[config.mk]
export PLATFORM = sky130hd
export DESIGN_NAME = nearest_center_competitive_update
export DESIGN_NICKNAME = d
export VERILOG_FILES = /design/src/hdl/ncu_pkg.sv /design/src/hdl/nearest_center_competitive_update.sv /design/src/hdl/ncu_ctrl.sv /design/src/hdl/ncu_datapath.sv
export SDC_FILE = /design/constraint.sdc
export NUM_CORES = 2
export LEC_CHECK = 0
export ABC_CLOCK_PERIOD_IN_PS = 22200
export BUFFER_PORTS_ARGS = -buffer_cell sky130_fd_sc_hd__buf_2
export CAP_MARGIN = 30
export CORE_MARGIN = 2
export CORE_UTILIZATION = 45
export DETAILED_ROUTE_END_ITERATION = 8
export GPL_TIMING_DRIVEN = 0
export PLACE_DENSITY = 0.69
export REMOVE_ABC_BUFFERS = 1
export SYNTH_ARGS = -nofsm -noshare
export SYNTH_HDL_FRONTEND = slang
export SYNTH_HIERARCHICAL = 1
export SYNTH_SLANG_ARGS = --single-unit
[constraint.sdc]
create_clock -name clk -period 22.2 [get_ports clk]
set_input_delay 5.55 -clock clk [delete_from_list [all_inputs] [get_ports clk]]
set_output_delay 5.55 -clock clk [all_outputs]
set_load 0.01 [all_outputs]
[src/hdl/ncu_pkg.sv]
// ----------------------------------------------------------------------------
// ncu_pkg
// types and constants shared by the nearest-center competitive update block
// ----------------------------------------------------------------------------
package ncu_pkg;

  localparam int COORD_W = 16;
  localparam int RATE_W  = 16;
  localparam int DIST_W  = 33;
  localparam int SLOT_W  = 3;
  localparam int OP_W    = 2;
  localparam int CFG_IDX_W = 2;

  localparam logic [OP_W-1:0] OP_LOAD  = 2'd0;
  localparam logic [OP_W-1:0] OP_TRAIN = 2'd1;
  localparam logic [OP_W-1:0] OP_EPOCH = 2'd2;

  localparam logic [CFG_IDX_W-1:0] REG_INITIAL_RATE = 2'd0;
  localparam logic [CFG_IDX_W-1:0] REG_RATE_DECAY   = 2'd1;

  localparam logic [RATE_W-1:0] RATE_RESET  = 16'd32768;
  localparam logic [RATE_W-1:0] DECAY_RESET = 16'd62259;

  typedef struct packed {
    logic [OP_W-1:0]           operation;
    logic [SLOT_W-1:0]         center_slot;
    logic signed [COORD_W-1:0] x_coord;
    logic signed [COORD_W-1:0] y_coord;
  } in_item_t;

  typedef struct packed {
    logic [SLOT_W-1:0] winner_index;
    logic [DIST_W-1:0] winner_distance_sq;
    logic              epoch_moved;
    logic [RATE_W-1:0] current_rate;
  } out_item_t;

  typedef struct packed {
    logic capture;
    logic scan_rd;
    logic step;
    logic finish;
  } dp_cmd_t;

  typedef struct packed {
    logic scan_last;
    logic out_busy;
  } dp_status_t;

endpackage

[src/hdl/nearest_center_competitive_update.sv]
// ----------------------------------------------------------------------------
// nearest_center_competitive_update
// winner-take-all vector quantizer for 2-d points in signed q8.8
// ----------------------------------------------------------------------------
// One word is handled at a time and every word gives one result word. A load
// or an unused operation goes from acceptance straight to the write-back
// state, an end-of-epoch word first passes the step state (for the 16x16
// rate decay multiply), and a train word passes the scan, drain, step and
// write-back states: the centers sit in a memory with one read port, scanned
// one center per cycle into a distance pipeline two stages deep, followed by
// the step multiply and the write-back. A new word is accepted while the
// previous result still waits on the output; only the write-back state
// waits for the output register to free up. Configuration writes are always
// taken and must only be issued while the block is idle.
// ----------------------------------------------------------------------------
module nearest_center_competitive_update #(
  parameter int NUM_CENTERS = 8
) (
  input  logic                          clk,
  input  logic                          rst_n,
  input  logic                          in_valid,
  output logic                          in_ready,
  input  ncu_pkg::in_item_t             in_data,
  output logic                          out_valid,
  input  logic                          out_ready,
  output ncu_pkg::out_item_t            out_data,
  input  logic                          cfg_valid,
  output logic                          cfg_ready,
  input  logic [ncu_pkg::CFG_IDX_W-1:0] cfg_index,
  input  logic [ncu_pkg::RATE_W-1:0]    cfg_data
);

  ncu_pkg::dp_cmd_t    cmd;
  ncu_pkg::dp_status_t status;

  assign cfg_ready = 1'b1;

  ncu_ctrl u_ctrl (
    .clk      (clk),
    .rst_n    (rst_n),
    .in_valid (in_valid),
    .in_op    (in_data.operation),
    .in_ready (in_ready),
    .status   (status),
    .cmd      (cmd)
  );

  ncu_datapath #(
    .NUM_CENTERS (NUM_CENTERS)
  ) u_datapath (
    .clk       (clk),
    .rst_n     (rst_n),
    .in_data   (in_data),
    .cfg_valid (cfg_valid),
    .cfg_index (cfg_index),
    .cfg_data  (cfg_data),
    .cmd       (cmd),
    .status    (status),
    .out_valid (out_valid),
    .out_ready (out_ready),
    .out_data  (out_data)
  );

`ifndef NO_ASSERTIONS
  a_one_item_at_a_time: assert property (@(posedge clk) disable iff (!rst_n)
    in_valid && in_ready |=> !in_ready)
    else $error("input taken while an item is in progress");

  a_result_follows_work: assert property (@(posedge clk) disable iff (!rst_n)
    $rose(out_valid) |-> $past(!in_ready))
    else $error("result word appeared without an item in progress");

  a_epoch_fields: assert property (@(posedge clk) disable iff (!rst_n)
    out_valid && out_data.epoch_moved |->
      (out_data.winner_index == '0) && (out_data.winner_distance_sq == '0))
    else $error("epoch result carries winner fields");
`endif

endmodule

[src/hdl/ncu_ctrl.sv]
// ----------------------------------------------------------------------------
// ncu_ctrl
// sequencer: accepts one word, runs the center scan and update step where the operation needs them, then finish
// ----------------------------------------------------------------------------
module ncu_ctrl (
  input  logic                      clk,
  input  logic                      rst_n,
  input  logic                      in_valid,
  input  logic [ncu_pkg::OP_W-1:0]  in_op,
  output logic                      in_ready,
  input  ncu_pkg::dp_status_t       status,
  output ncu_pkg::dp_cmd_t          cmd
);

  typedef enum logic [5:0] {
    S_IDLE   = 6'b000001,
    S_SCAN   = 6'b000010,
    S_DRAIN1 = 6'b000100,
    S_DRAIN2 = 6'b001000,
    S_STEP   = 6'b010000,
    S_FINISH = 6'b100000
  } state_t;

  state_t state_r;
  state_t state_nxt;

  always_comb begin
    state_nxt = state_r;
    unique case (state_r)
      S_IDLE: begin
        if (in_valid) begin
          if (in_op == ncu_pkg::OP_TRAIN) begin
            state_nxt = S_SCAN;
          end else if (in_op == ncu_pkg::OP_EPOCH) begin
            state_nxt = S_STEP;
          end else begin
            state_nxt = S_FINISH;
          end
        end
      end
      S_SCAN: begin
        if (status.scan_last) begin
          state_nxt = S_DRAIN1;
        end
      end
      S_DRAIN1: state_nxt = S_DRAIN2;
      S_DRAIN2: state_nxt = S_STEP;
      S_STEP:   state_nxt = S_FINISH;
      S_FINISH: begin
        if (!status.out_busy) begin
          state_nxt = S_IDLE;
        end
      end
      default:  state_nxt = S_IDLE;
    endcase
  end

  always_ff @(posedge clk) begin
    if (!rst_n) begin
      state_r <= S_IDLE;
    end else begin
      state_r <= state_nxt;
    end
  end

  assign in_ready    = (state_r == S_IDLE);
  assign cmd.capture = (state_r == S_IDLE) && in_valid;
  assign cmd.scan_rd = (state_r == S_SCAN);
  assign cmd.step    = (state_r == S_STEP);
  assign cmd.finish  = (state_r == S_FINISH) && !status.out_busy;

endmodule

[src/hdl/ncu_datapath.sv]
// ----------------------------------------------------------------------------
// ncu_datapath
// center memory, distance pipeline, best-center tracking, update and output
// ----------------------------------------------------------------------------
module ncu_datapath #(
  parameter int NUM_CENTERS = 8
) (
  input  logic                           clk,
  input  logic                           rst_n,
  input  ncu_pkg::in_item_t              in_data,
  input  logic                           cfg_valid,
  input  logic [ncu_pkg::CFG_IDX_W-1:0]  cfg_index,
  input  logic [ncu_pkg::RATE_W-1:0]     cfg_data,
  input  ncu_pkg::dp_cmd_t               cmd,
  output ncu_pkg::dp_status_t            status,
  output logic                           out_valid,
  input  logic                           out_ready,
  output ncu_pkg::out_item_t             out_data
);

  localparam int IW = (NUM_CENTERS > 1) ? $clog2(NUM_CENTERS) : 1;

  logic signed [15:0] mem_x [NUM_CENTERS];
  logic signed [15:0] mem_y [NUM_CENTERS];

  ncu_pkg::in_item_t  item_r;
  logic [IW-1:0]      addr_r;

  logic               v1_r;
  logic [IW-1:0]      i1_r;
  logic signed [15:0] rd_x_r;
  logic signed [15:0] rd_y_r;

  logic               v2_r;
  logic [IW-1:0]      i2_r;
  logic signed [15:0] x2_r;
  logic signed [15:0] y2_r;
  logic [31:0]        sqx_r;
  logic [31:0]        sqy_r;

  logic [IW-1:0]      best_i_r;
  logic [32:0]        best_d_r;
  logic signed [15:0] best_x_r;
  logic signed [15:0] best_y_r;

  logic signed [33:0] stepx_r;
  logic signed [33:0] stepy_r;
  logic [31:0]        dec_prod_r;

  logic [15:0]        rate_r;
  logic [15:0]        decay_r;
  logic               moved_r;

  logic               out_valid_r;
  ncu_pkg::out_item_t out_data_r;
  ncu_pkg::out_item_t out_data_nxt;

  logic signed [16:0] dx1;
  logic signed [16:0] dy1;
  logic signed [33:0] sqx_full;
  logic signed [33:0] sqy_full;
  logic [32:0]        dist2;
  logic signed [16:0] dxs;
  logic signed [16:0] dys;
  logic signed [15:0] new_x;
  logic signed [15:0] new_y;
  logic               slot_ok;
  logic               wr_en;
  logic [IW-1:0]      wr_addr;
  logic signed [15:0] wr_x;
  logic signed [15:0] wr_y;

  // item capture and scan address
  always_ff @(posedge clk) begin
    if (cmd.capture) begin
      item_r <= in_data;
    end
  end

  always_ff @(posedge clk) begin
    if (!rst_n) begin
      addr_r <= '0;
    end else if (cmd.capture) begin
      addr_r <= '0;
    end else if (cmd.scan_rd) begin
      addr_r <= IW'(addr_r + 1'b1);
    end
  end

  assign status.scan_last = (addr_r == IW'(NUM_CENTERS - 1));
  assign status.out_busy  = out_valid_r && !out_ready;

  // center memory
  always_comb begin
    slot_ok = (32'(item_r.center_slot) < NUM_CENTERS);
    new_x   = 16'(best_x_r + stepx_r[31:16]);
    new_y   = 16'(best_y_r + stepy_r[31:16]);
    wr_en   = 1'b0;
    wr_addr = best_i_r;
    wr_x    = new_x;
    wr_y    = new_y;
    if (item_r.operation == ncu_pkg::OP_LOAD) begin
      wr_en   = slot_ok;
      wr_addr = IW'(item_r.center_slot);
      wr_x    = item_r.x_coord;
      wr_y    = item_r.y_coord;
    end else if (item_r.operation == ncu_pkg::OP_TRAIN) begin
      wr_en = 1'b1;
    end
  end

  always_ff @(posedge clk) begin
    if (cmd.finish && wr_en) begin
      mem_x[wr_addr] <= wr_x;
      mem_y[wr_addr] <= wr_y;
    end
  end

  always_ff @(posedge clk) begin
    if (cmd.scan_rd) begin
      rd_x_r <= mem_x[addr_r];
      rd_y_r <= mem_y[addr_r];
      i1_r   <= addr_r;
    end
  end

  // distance pipeline
  always_comb begin
    dx1      = 17'(item_r.x_coord) - 17'(rd_x_r);
    dy1      = 17'(item_r.y_coord) - 17'(rd_y_r);
    sqx_full = 34'(dx1) * 34'(dx1);
    sqy_full = 34'(dy1) * 34'(dy1);
    dist2    = 33'(sqx_r) + 33'(sqy_r);
  end

  always_ff @(posedge clk) begin
    if (v1_r) begin
      sqx_r <= sqx_full[31:0];
      sqy_r <= sqy_full[31:0];
      x2_r  <= rd_x_r;
      y2_r  <= rd_y_r;
      i2_r  <= i1_r;
    end
  end

  always_ff @(posedge clk) begin
    if (!rst_n) begin
      v1_r <= 1'b0;
      v2_r <= 1'b0;
    end else begin
      v1_r <= cmd.scan_rd;
      v2_r <= v1_r;
    end
  end

  // lowest index wins on ties
  always_ff @(posedge clk) begin
    if (v2_r && ((i2_r == '0) || (dist2 < best_d_r))) begin
      best_d_r <= dist2;
      best_i_r <= i2_r;
      best_x_r <= x2_r;
      best_y_r <= y2_r;
    end
  end

  // update step products
  always_comb begin
    dxs = 17'(item_r.x_coord) - 17'(best_x_r);
    dys = 17'(item_r.y_coord) - 17'(best_y_r);
  end

  always_ff @(posedge clk) begin
    if (cmd.step) begin
      stepx_r    <= 34'($signed({1'b0, rate_r})) * 34'(dxs);
      stepy_r    <= 34'($signed({1'b0, rate_r})) * 34'(dys);
      dec_prod_r <= 32'(rate_r) * 32'(decay_r);
    end
  end

  // rate, decay and moved flag
  always_ff @(posedge clk) begin
    if (!rst_n) begin
      rate_r  <= ncu_pkg::RATE_RESET;
      decay_r <= ncu_pkg::DECAY_RESET;
      moved_r <= 1'b0;
    end else begin
      if (cfg_valid) begin
        unique case (cfg_index)
          ncu_pkg::REG_INITIAL_RATE: rate_r  <= cfg_data;
          ncu_pkg::REG_RATE_DECAY:   decay_r <= cfg_data;
          default: ;
        endcase
      end
      if (cmd.finish) begin
        if (item_r.operation == ncu_pkg::OP_TRAIN) begin
          if ((new_x != best_x_r) || (new_y != best_y_r)) begin
            moved_r <= 1'b1;
          end
        end else if (item_r.operation == ncu_pkg::OP_EPOCH) begin
          moved_r <= 1'b0;
          rate_r  <= dec_prod_r[31:16];
        end
      end
    end
  end

  // output word
  always_ff @(posedge clk) begin
    if (!rst_n) begin
      out_valid_r <= 1'b0;
    end else if (cmd.finish) begin
      out_valid_r <= 1'b1;
    end else if (out_ready) begin
      out_valid_r <= 1'b0;
    end
  end

  always_comb begin
    out_data_nxt              = '0;
    out_data_nxt.current_rate = rate_r;
    unique case (item_r.operation)
      ncu_pkg::OP_TRAIN: begin
        out_data_nxt.winner_index       = ncu_pkg::SLOT_W'(best_i_r);
        out_data_nxt.winner_distance_sq = best_d_r;
      end
      ncu_pkg::OP_EPOCH: begin
        out_data_nxt.epoch_moved  = moved_r;
        out_data_nxt.current_rate = dec_prod_r[31:16];
      end
      default: ;
    endcase
  end

  always_ff @(posedge clk) begin
    if (cmd.finish) begin
      out_data_r <= out_data_nxt;
    end
  end

  assign out_valid = out_valid_r;
  assign out_data  = out_data_r;

endmodule
# After elaboration in Yosys (flattened, before gate mapping)
# Memories as Yosys holds them, arrays and structs flattened. A register that Yosys moved wholly into a read port is not among the register bits.
# Index checks and enable logic that the tools add are counted.
# Widths: inputs -> output; s select.
dict set report totals {
  mem_bits_rw 256
  wordCells 106
  n_memories 2
  out_inout_bits 56
  ff_bits 401
}
# memory depth word_bits rd rd_clocked_by_memory_dff wr line_no
set memory_table {}
lappend memory_table {u_datapath.mem_x 8 16 1 1 1 ncu_datapath.sv:23} ;# logic signed [15:0] mem_x [NUM_CENTERS];
lappend memory_table {u_datapath.mem_y 8 16 1 1 1 ncu_datapath.sv:24} ;# logic signed [15:0] mem_y [NUM_CENTERS];
dict set report classes {
  n_reduce_logical 18
  mux 24
  mul 5
  bitwise 1
  eq_ne 18
  magnitude_cmp 1
  add_sub_neg 8
}
# cell count
set op_table {}
lappend op_table {{$mul 17x17->32} 4}
lappend op_table {{$mux 16} 8}
lappend op_table {{$sub 16x16->17} 4}
lappend op_table {{$pmux 6 s6} 1}
lappend op_table {{$add 32x32->33} 1}
lappend op_table {{$lt 33x33->1} 1}
lappend op_table {{$add 16x16->16} 2}
lappend op_table {{$mul 16x16->32} 1}
lappend op_table {{$ne 16x16->1} 2}
lappend op_table {{$mux 6} 5}
lappend op_table {{$mux 1} 9}
lappend op_table {{$ne 2x2->1 const B} 4}
lappend op_table {{$eq 2x1->1 const B} 3}
lappend op_table {{$eq 6x1->1 const B} 1}
lappend op_table {{$eq 6x2->1 const B} 1}
lappend op_table {{$eq 6x3->1 const B} 1}
lappend op_table {{$eq 6x4->1 const B} 1}
lappend op_table {{$eq 6x5->1 const B} 1}
lappend op_table {{$eq 6x6->1 const B} 1}
lappend op_table {{$reduce_and 3->1} 2}
lappend op_table {{$logic_and 1x1->1} 5}
lappend op_table {{$eq 2x2->1 const B} 2}
lappend op_table {{$logic_not 2->1} 2}
lappend op_table {{$reduce_bool 2->1} 2}
lappend op_table {{other kinds (9)} 11}

# Logic depth before layout (Yosys ltp)
dict set report depth {
  depth_word 7
  depth_mapped 36
  depth_no_buf 35
}

# Hierarchy
# Netlist, hierarchy kept.
# mod area_per_inst_um2 cells_each seq_area_each_um2 n_inst
set by_module_without_submodules {}
lappend by_module_without_submodules {ncu_datapath 72667.2 6954 18617.9 1}
lappend by_module_without_submodules {ncu_ctrl 434.2 47 120.1 1}
lappend by_module_without_submodules {nearest_center_competitive_update 11.3 2 0.0 1}

# Least setup slack after synthesis
# No wires, ideal clock.
dict set report synth_path {
  kind {input-to-reg}
  from {input port out_ready}
  to {memory u_datapath.mem_x[6][0], enable pin}
  n_path_buf 0
  path_slack_ns 8.393
  stages 4
  arrival_ns 13.386
  cell_sequence {nor2b_1 -> nor4bb_1 -> nand3b_1 -> nor2_1}
}
# item line_no
set synth_rtl {}
lappend synth_rtl {{start: declaration} nearest_center_competitive_update.sv:25} ;# input logic out_ready,
lappend synth_rtl {{end: declaration} ncu_datapath.sv:23}

# Final worst setup path
dict set report layout_path {
  from {register u_datapath/item_r[16] in the netlist's numbering}
  to {register u_datapath.sqx_r[26] (data pin)}
}
dict set report layout_between {
  elab_chain_len 2
}
# item line_no
set layout_rtl {}
lappend layout_rtl {{start: declaration} ncu_datapath.sv:26} ;# ncu_pkg::in_item_t item_r;
lappend layout_rtl {{start signal: assignment} ncu_datapath.sv:76} ;# item_r <= in_data;
lappend layout_rtl {{$sub 16x16->17} ncu_datapath.sv:129} ;# dx1 = 17'(item_r.x_coord) - 17'(rd_x_r);
lappend layout_rtl {{$mul 17x17->32} ncu_datapath.sv:131} ;# sqx_full = 34'(dx1) * 34'(dx1);
lappend layout_rtl {{via u_datapath.sqx_full[26]} ncu_datapath.sv:60} ;# logic signed [33:0] sqx_full;
lappend layout_rtl {{end signal: assignment} ncu_datapath.sv:138} ;# sqx_r <= sqx_full[31:0];
lappend layout_rtl {{end: declaration} ncu_datapath.sv:38} ;# logic [31:0] sqx_r;
# The timed path passes the listed nets, and every way through them passes these cells.
# A chain may end at the register's enable or synchronous reset.

==> results.md <==
- Commonest non-fill, non-tap cell in the layout: inv_1
- Crit end category: flip-flop
- Vias per cell: 5.29
- CP Data Required Time: 22590 ps
- Hold_ws: 412 ps
- Sequential share of the synthesized area: 25.6%
- Die height: 407 um
- Rows: 147
- Via count: 48800
- DRC errors left: 0
- Commonest non-fill, non-tap cells in the layout: 1528 x inv_1, 1129 x fa_1, 736 x nand2_1, 648 x ha_1, 594 x edfxtp_1
- Fin crit share: 45.7%
- DRT iter0 DRCs: 3497
- Post CTS Setup Buffer Count: 0
- Max Root-Sink Buffers: 3
- Register bit total from synthesis: 639
- Inserted Clock Buffers: 75
- Clock latency on the worst-skew pair: 670 ps
- TritonCTS clock tree: yes
- I/O Buffers: 114
- GP Congestion: 0.906
- Num Clock Sinks: 639
- Layout cell share with drive strength beyond 1: 7.67%
- Tmin final: 10140 ps
- Final hold vios: 0
- Final setup fails: 0
- Yosys warns: 6
- Prevailing post-synth register cell: edfxtp_1
- Ys async rst share: 0%
- HP Class: reg -> reg
- Final Non-Filler Cells: 9236
- Largest net degree at the start of global routing: 67
- Htree depth: 3
- First-pass GRT wire length: 292 mm
- Final HPWL from detailed placement: 139 mm
- Total GRT Usage: 22.6%
- Slew Viols, Final: 0
- Initial antenna violation count: 3
- Status: finished, final reports clean
- Crit path max fanout: 12
- Die W: 407 um
- Count of cell types in the netlist: 93
- Routed wire length: 180 mm
- CP max stage delay: 870 ps
- RSZ-0062 raised after global routing: false
- Hold-fix buffers, CTS: 0
- Synthesized area per cell: 10.4 sq um
- Layout area overhead: 8.63%
- Clock root buffer: clkbuf_16
- Slew headroom: 25.1%
- Critical path class: reg -> reg
- Cts repair resizes: 0
- Post-synth EDFFs: 594
- Mapped cell area: 73100 sq um
- Wire per inst: 19.4 um
- Syn Inst Count: 7003
- # IOs: 116
- Critical path arrival: 10530 ps
- Post-DRT Antenna Nets: 0
- Number of global-route vias before repair: 53100
- Worst-path clk slew: 60 ps
- Dpl cells: 9093
- Fill count: 14200
- Max_cap viols: 0
- First-pass DRT Iterations: 6
- Starting Density: 45.4%
- Core ar.: 161000 sq um
- Slowest cell on the critical path: xor2_1
- Worst-margin pin slew: 1120 ps
- Final design utilization: 49.4%
- F_max: 0.0986 GHz
- Clock skew: 35.8 ps
- Final net count: 8851
- DIE AREA: 166000 sq um
- Element type at the critical path start: flip-flop
- GRT overflow: 0
==> worst paths after layout <==
check                                      endpoint  slack (ps)                       startpoint  depth (start not counted)
setup / recovery     u_datapath/sqx_r[26]$_DFFE_PP_       12060  u_datapath/item_r[16]$_DFFE_PP_                         33
hold / removal    u_datapath/best_y_r[12]$_DFFE_PP_         410    u_datapath/y2_r[12]$_DFFE_PP_                          0
setup reg to reg     u_datapath/sqx_r[26]$_DFFE_PP_       12060  u_datapath/item_r[16]$_DFFE_PP_                         33
hold reg to reg   u_datapath/best_y_r[12]$_DFFE_PP_         410    u_datapath/y2_r[12]$_DFFE_PP_                          0
==> flip-flops by register name, indices dropped and copies added (netlist names), 31 cells and up <==
register,flops
u_datapath/sqx_r,31
u_datapath/mem_x,128
u_datapath/mem_y,128
u_datapath/out_data,53
u_datapath/best_d_r,33
u_datapath/sqy_r,31
u_datapath/item_r,37
==> cell families (layout without fill, tap and decap cells) <==
group | after synthesis | in the layout | synth area share (%)
AND/OR/NAND/NOR | 1836 | 1836 | 11.8
XOR/XNOR | 251 | 251 | 3.06
other | 1 | 2 | 0.00513
AO/OA/AOI/OAI | 561 | 561 | 5.18
flip-flops | 639 | 639 | 25.6
buffers and inverters | 1801 | 1873 | 9.28
adder cells (fa/ha/maj) | 1777 | 1777 | 42.0
multiplexers | 137 | 137 | 3.06
==> routing by layer <==
layer | wire length [um] | track usage [%] | vias up | share of wire, %
met2 | 87800 | 38.4 | 1626 | 49
met3 | 11700 | 3.60 | 316 | 6.5
met4 | 6240 | 7.32 | 0 | 3.5
li1 | - | - | 22000 | -
met1 | 73800 | 29.5 | 24800 | 41
met5 | 0 | 0 | - | 0
==> through the flow <==
stage / worst slack (ps) / setup TNS [ps] / cell area [sq um]
global placement: -1180 / -81390 / 75400
global route: 11550 / 0 / 79400
finish: 12060 / 0 / 79400
CTS: 12220 / 0 / 79400
floorplan: 7720 / 0 / 72100
detailed placement: 12280 / 0 / 76900
==> area by class of cell <==
type | instances | area, sq um | share of cell area [%]
multi-input combinational | 4563 | 47900 | 60.3
sequential | 639 | 18800 | 23.6
inverter | 1536 | 5770 | 7.26
tap | 2160 | 2700 | 3.40
clock buffer | 89 | 1950 | 2.46
timing repair buffer | 199 | 1810 | 2.28
clock inverter | 49 | 543 | 0.684
antenna | 1 | 2.50 | 0.00315
==> worst max-delay path, delay by kind of cell, from the launching register on <==
family	cells	cell delay (ps)
adders and majority gates	9	3810
AOI/OAI and AO/OA	10	2360
xor gates and xnor gates	2	1200
and+or+nand+nor	5	1100
buffers and inverters	7	1070
DFF	1	320
==> Yosys cell counts, types with 64 or more instances <==
library cell	number	area share [%]
nor2_1	383	2.0
xnor2_1	186	2.2
fa_1	1129	31
a21oi_1	131	0.90
nor2b_1	101	0.86
and2_1	317	2.7
nand2_1	736	3.8
clkbuf_1	245	1.3
mux4_2	64	2.0
ha_1	648	11
o21ai_0	110	0.75
a21o_1	69	0.71
nor3_1	69	0.47
edfxtp_1	594	24
inv_1	1528	7.8
Power is left out: the tool's default activity adds up to more than one toggle a clock period on the data nets, which glitch-free logic cannot reach.
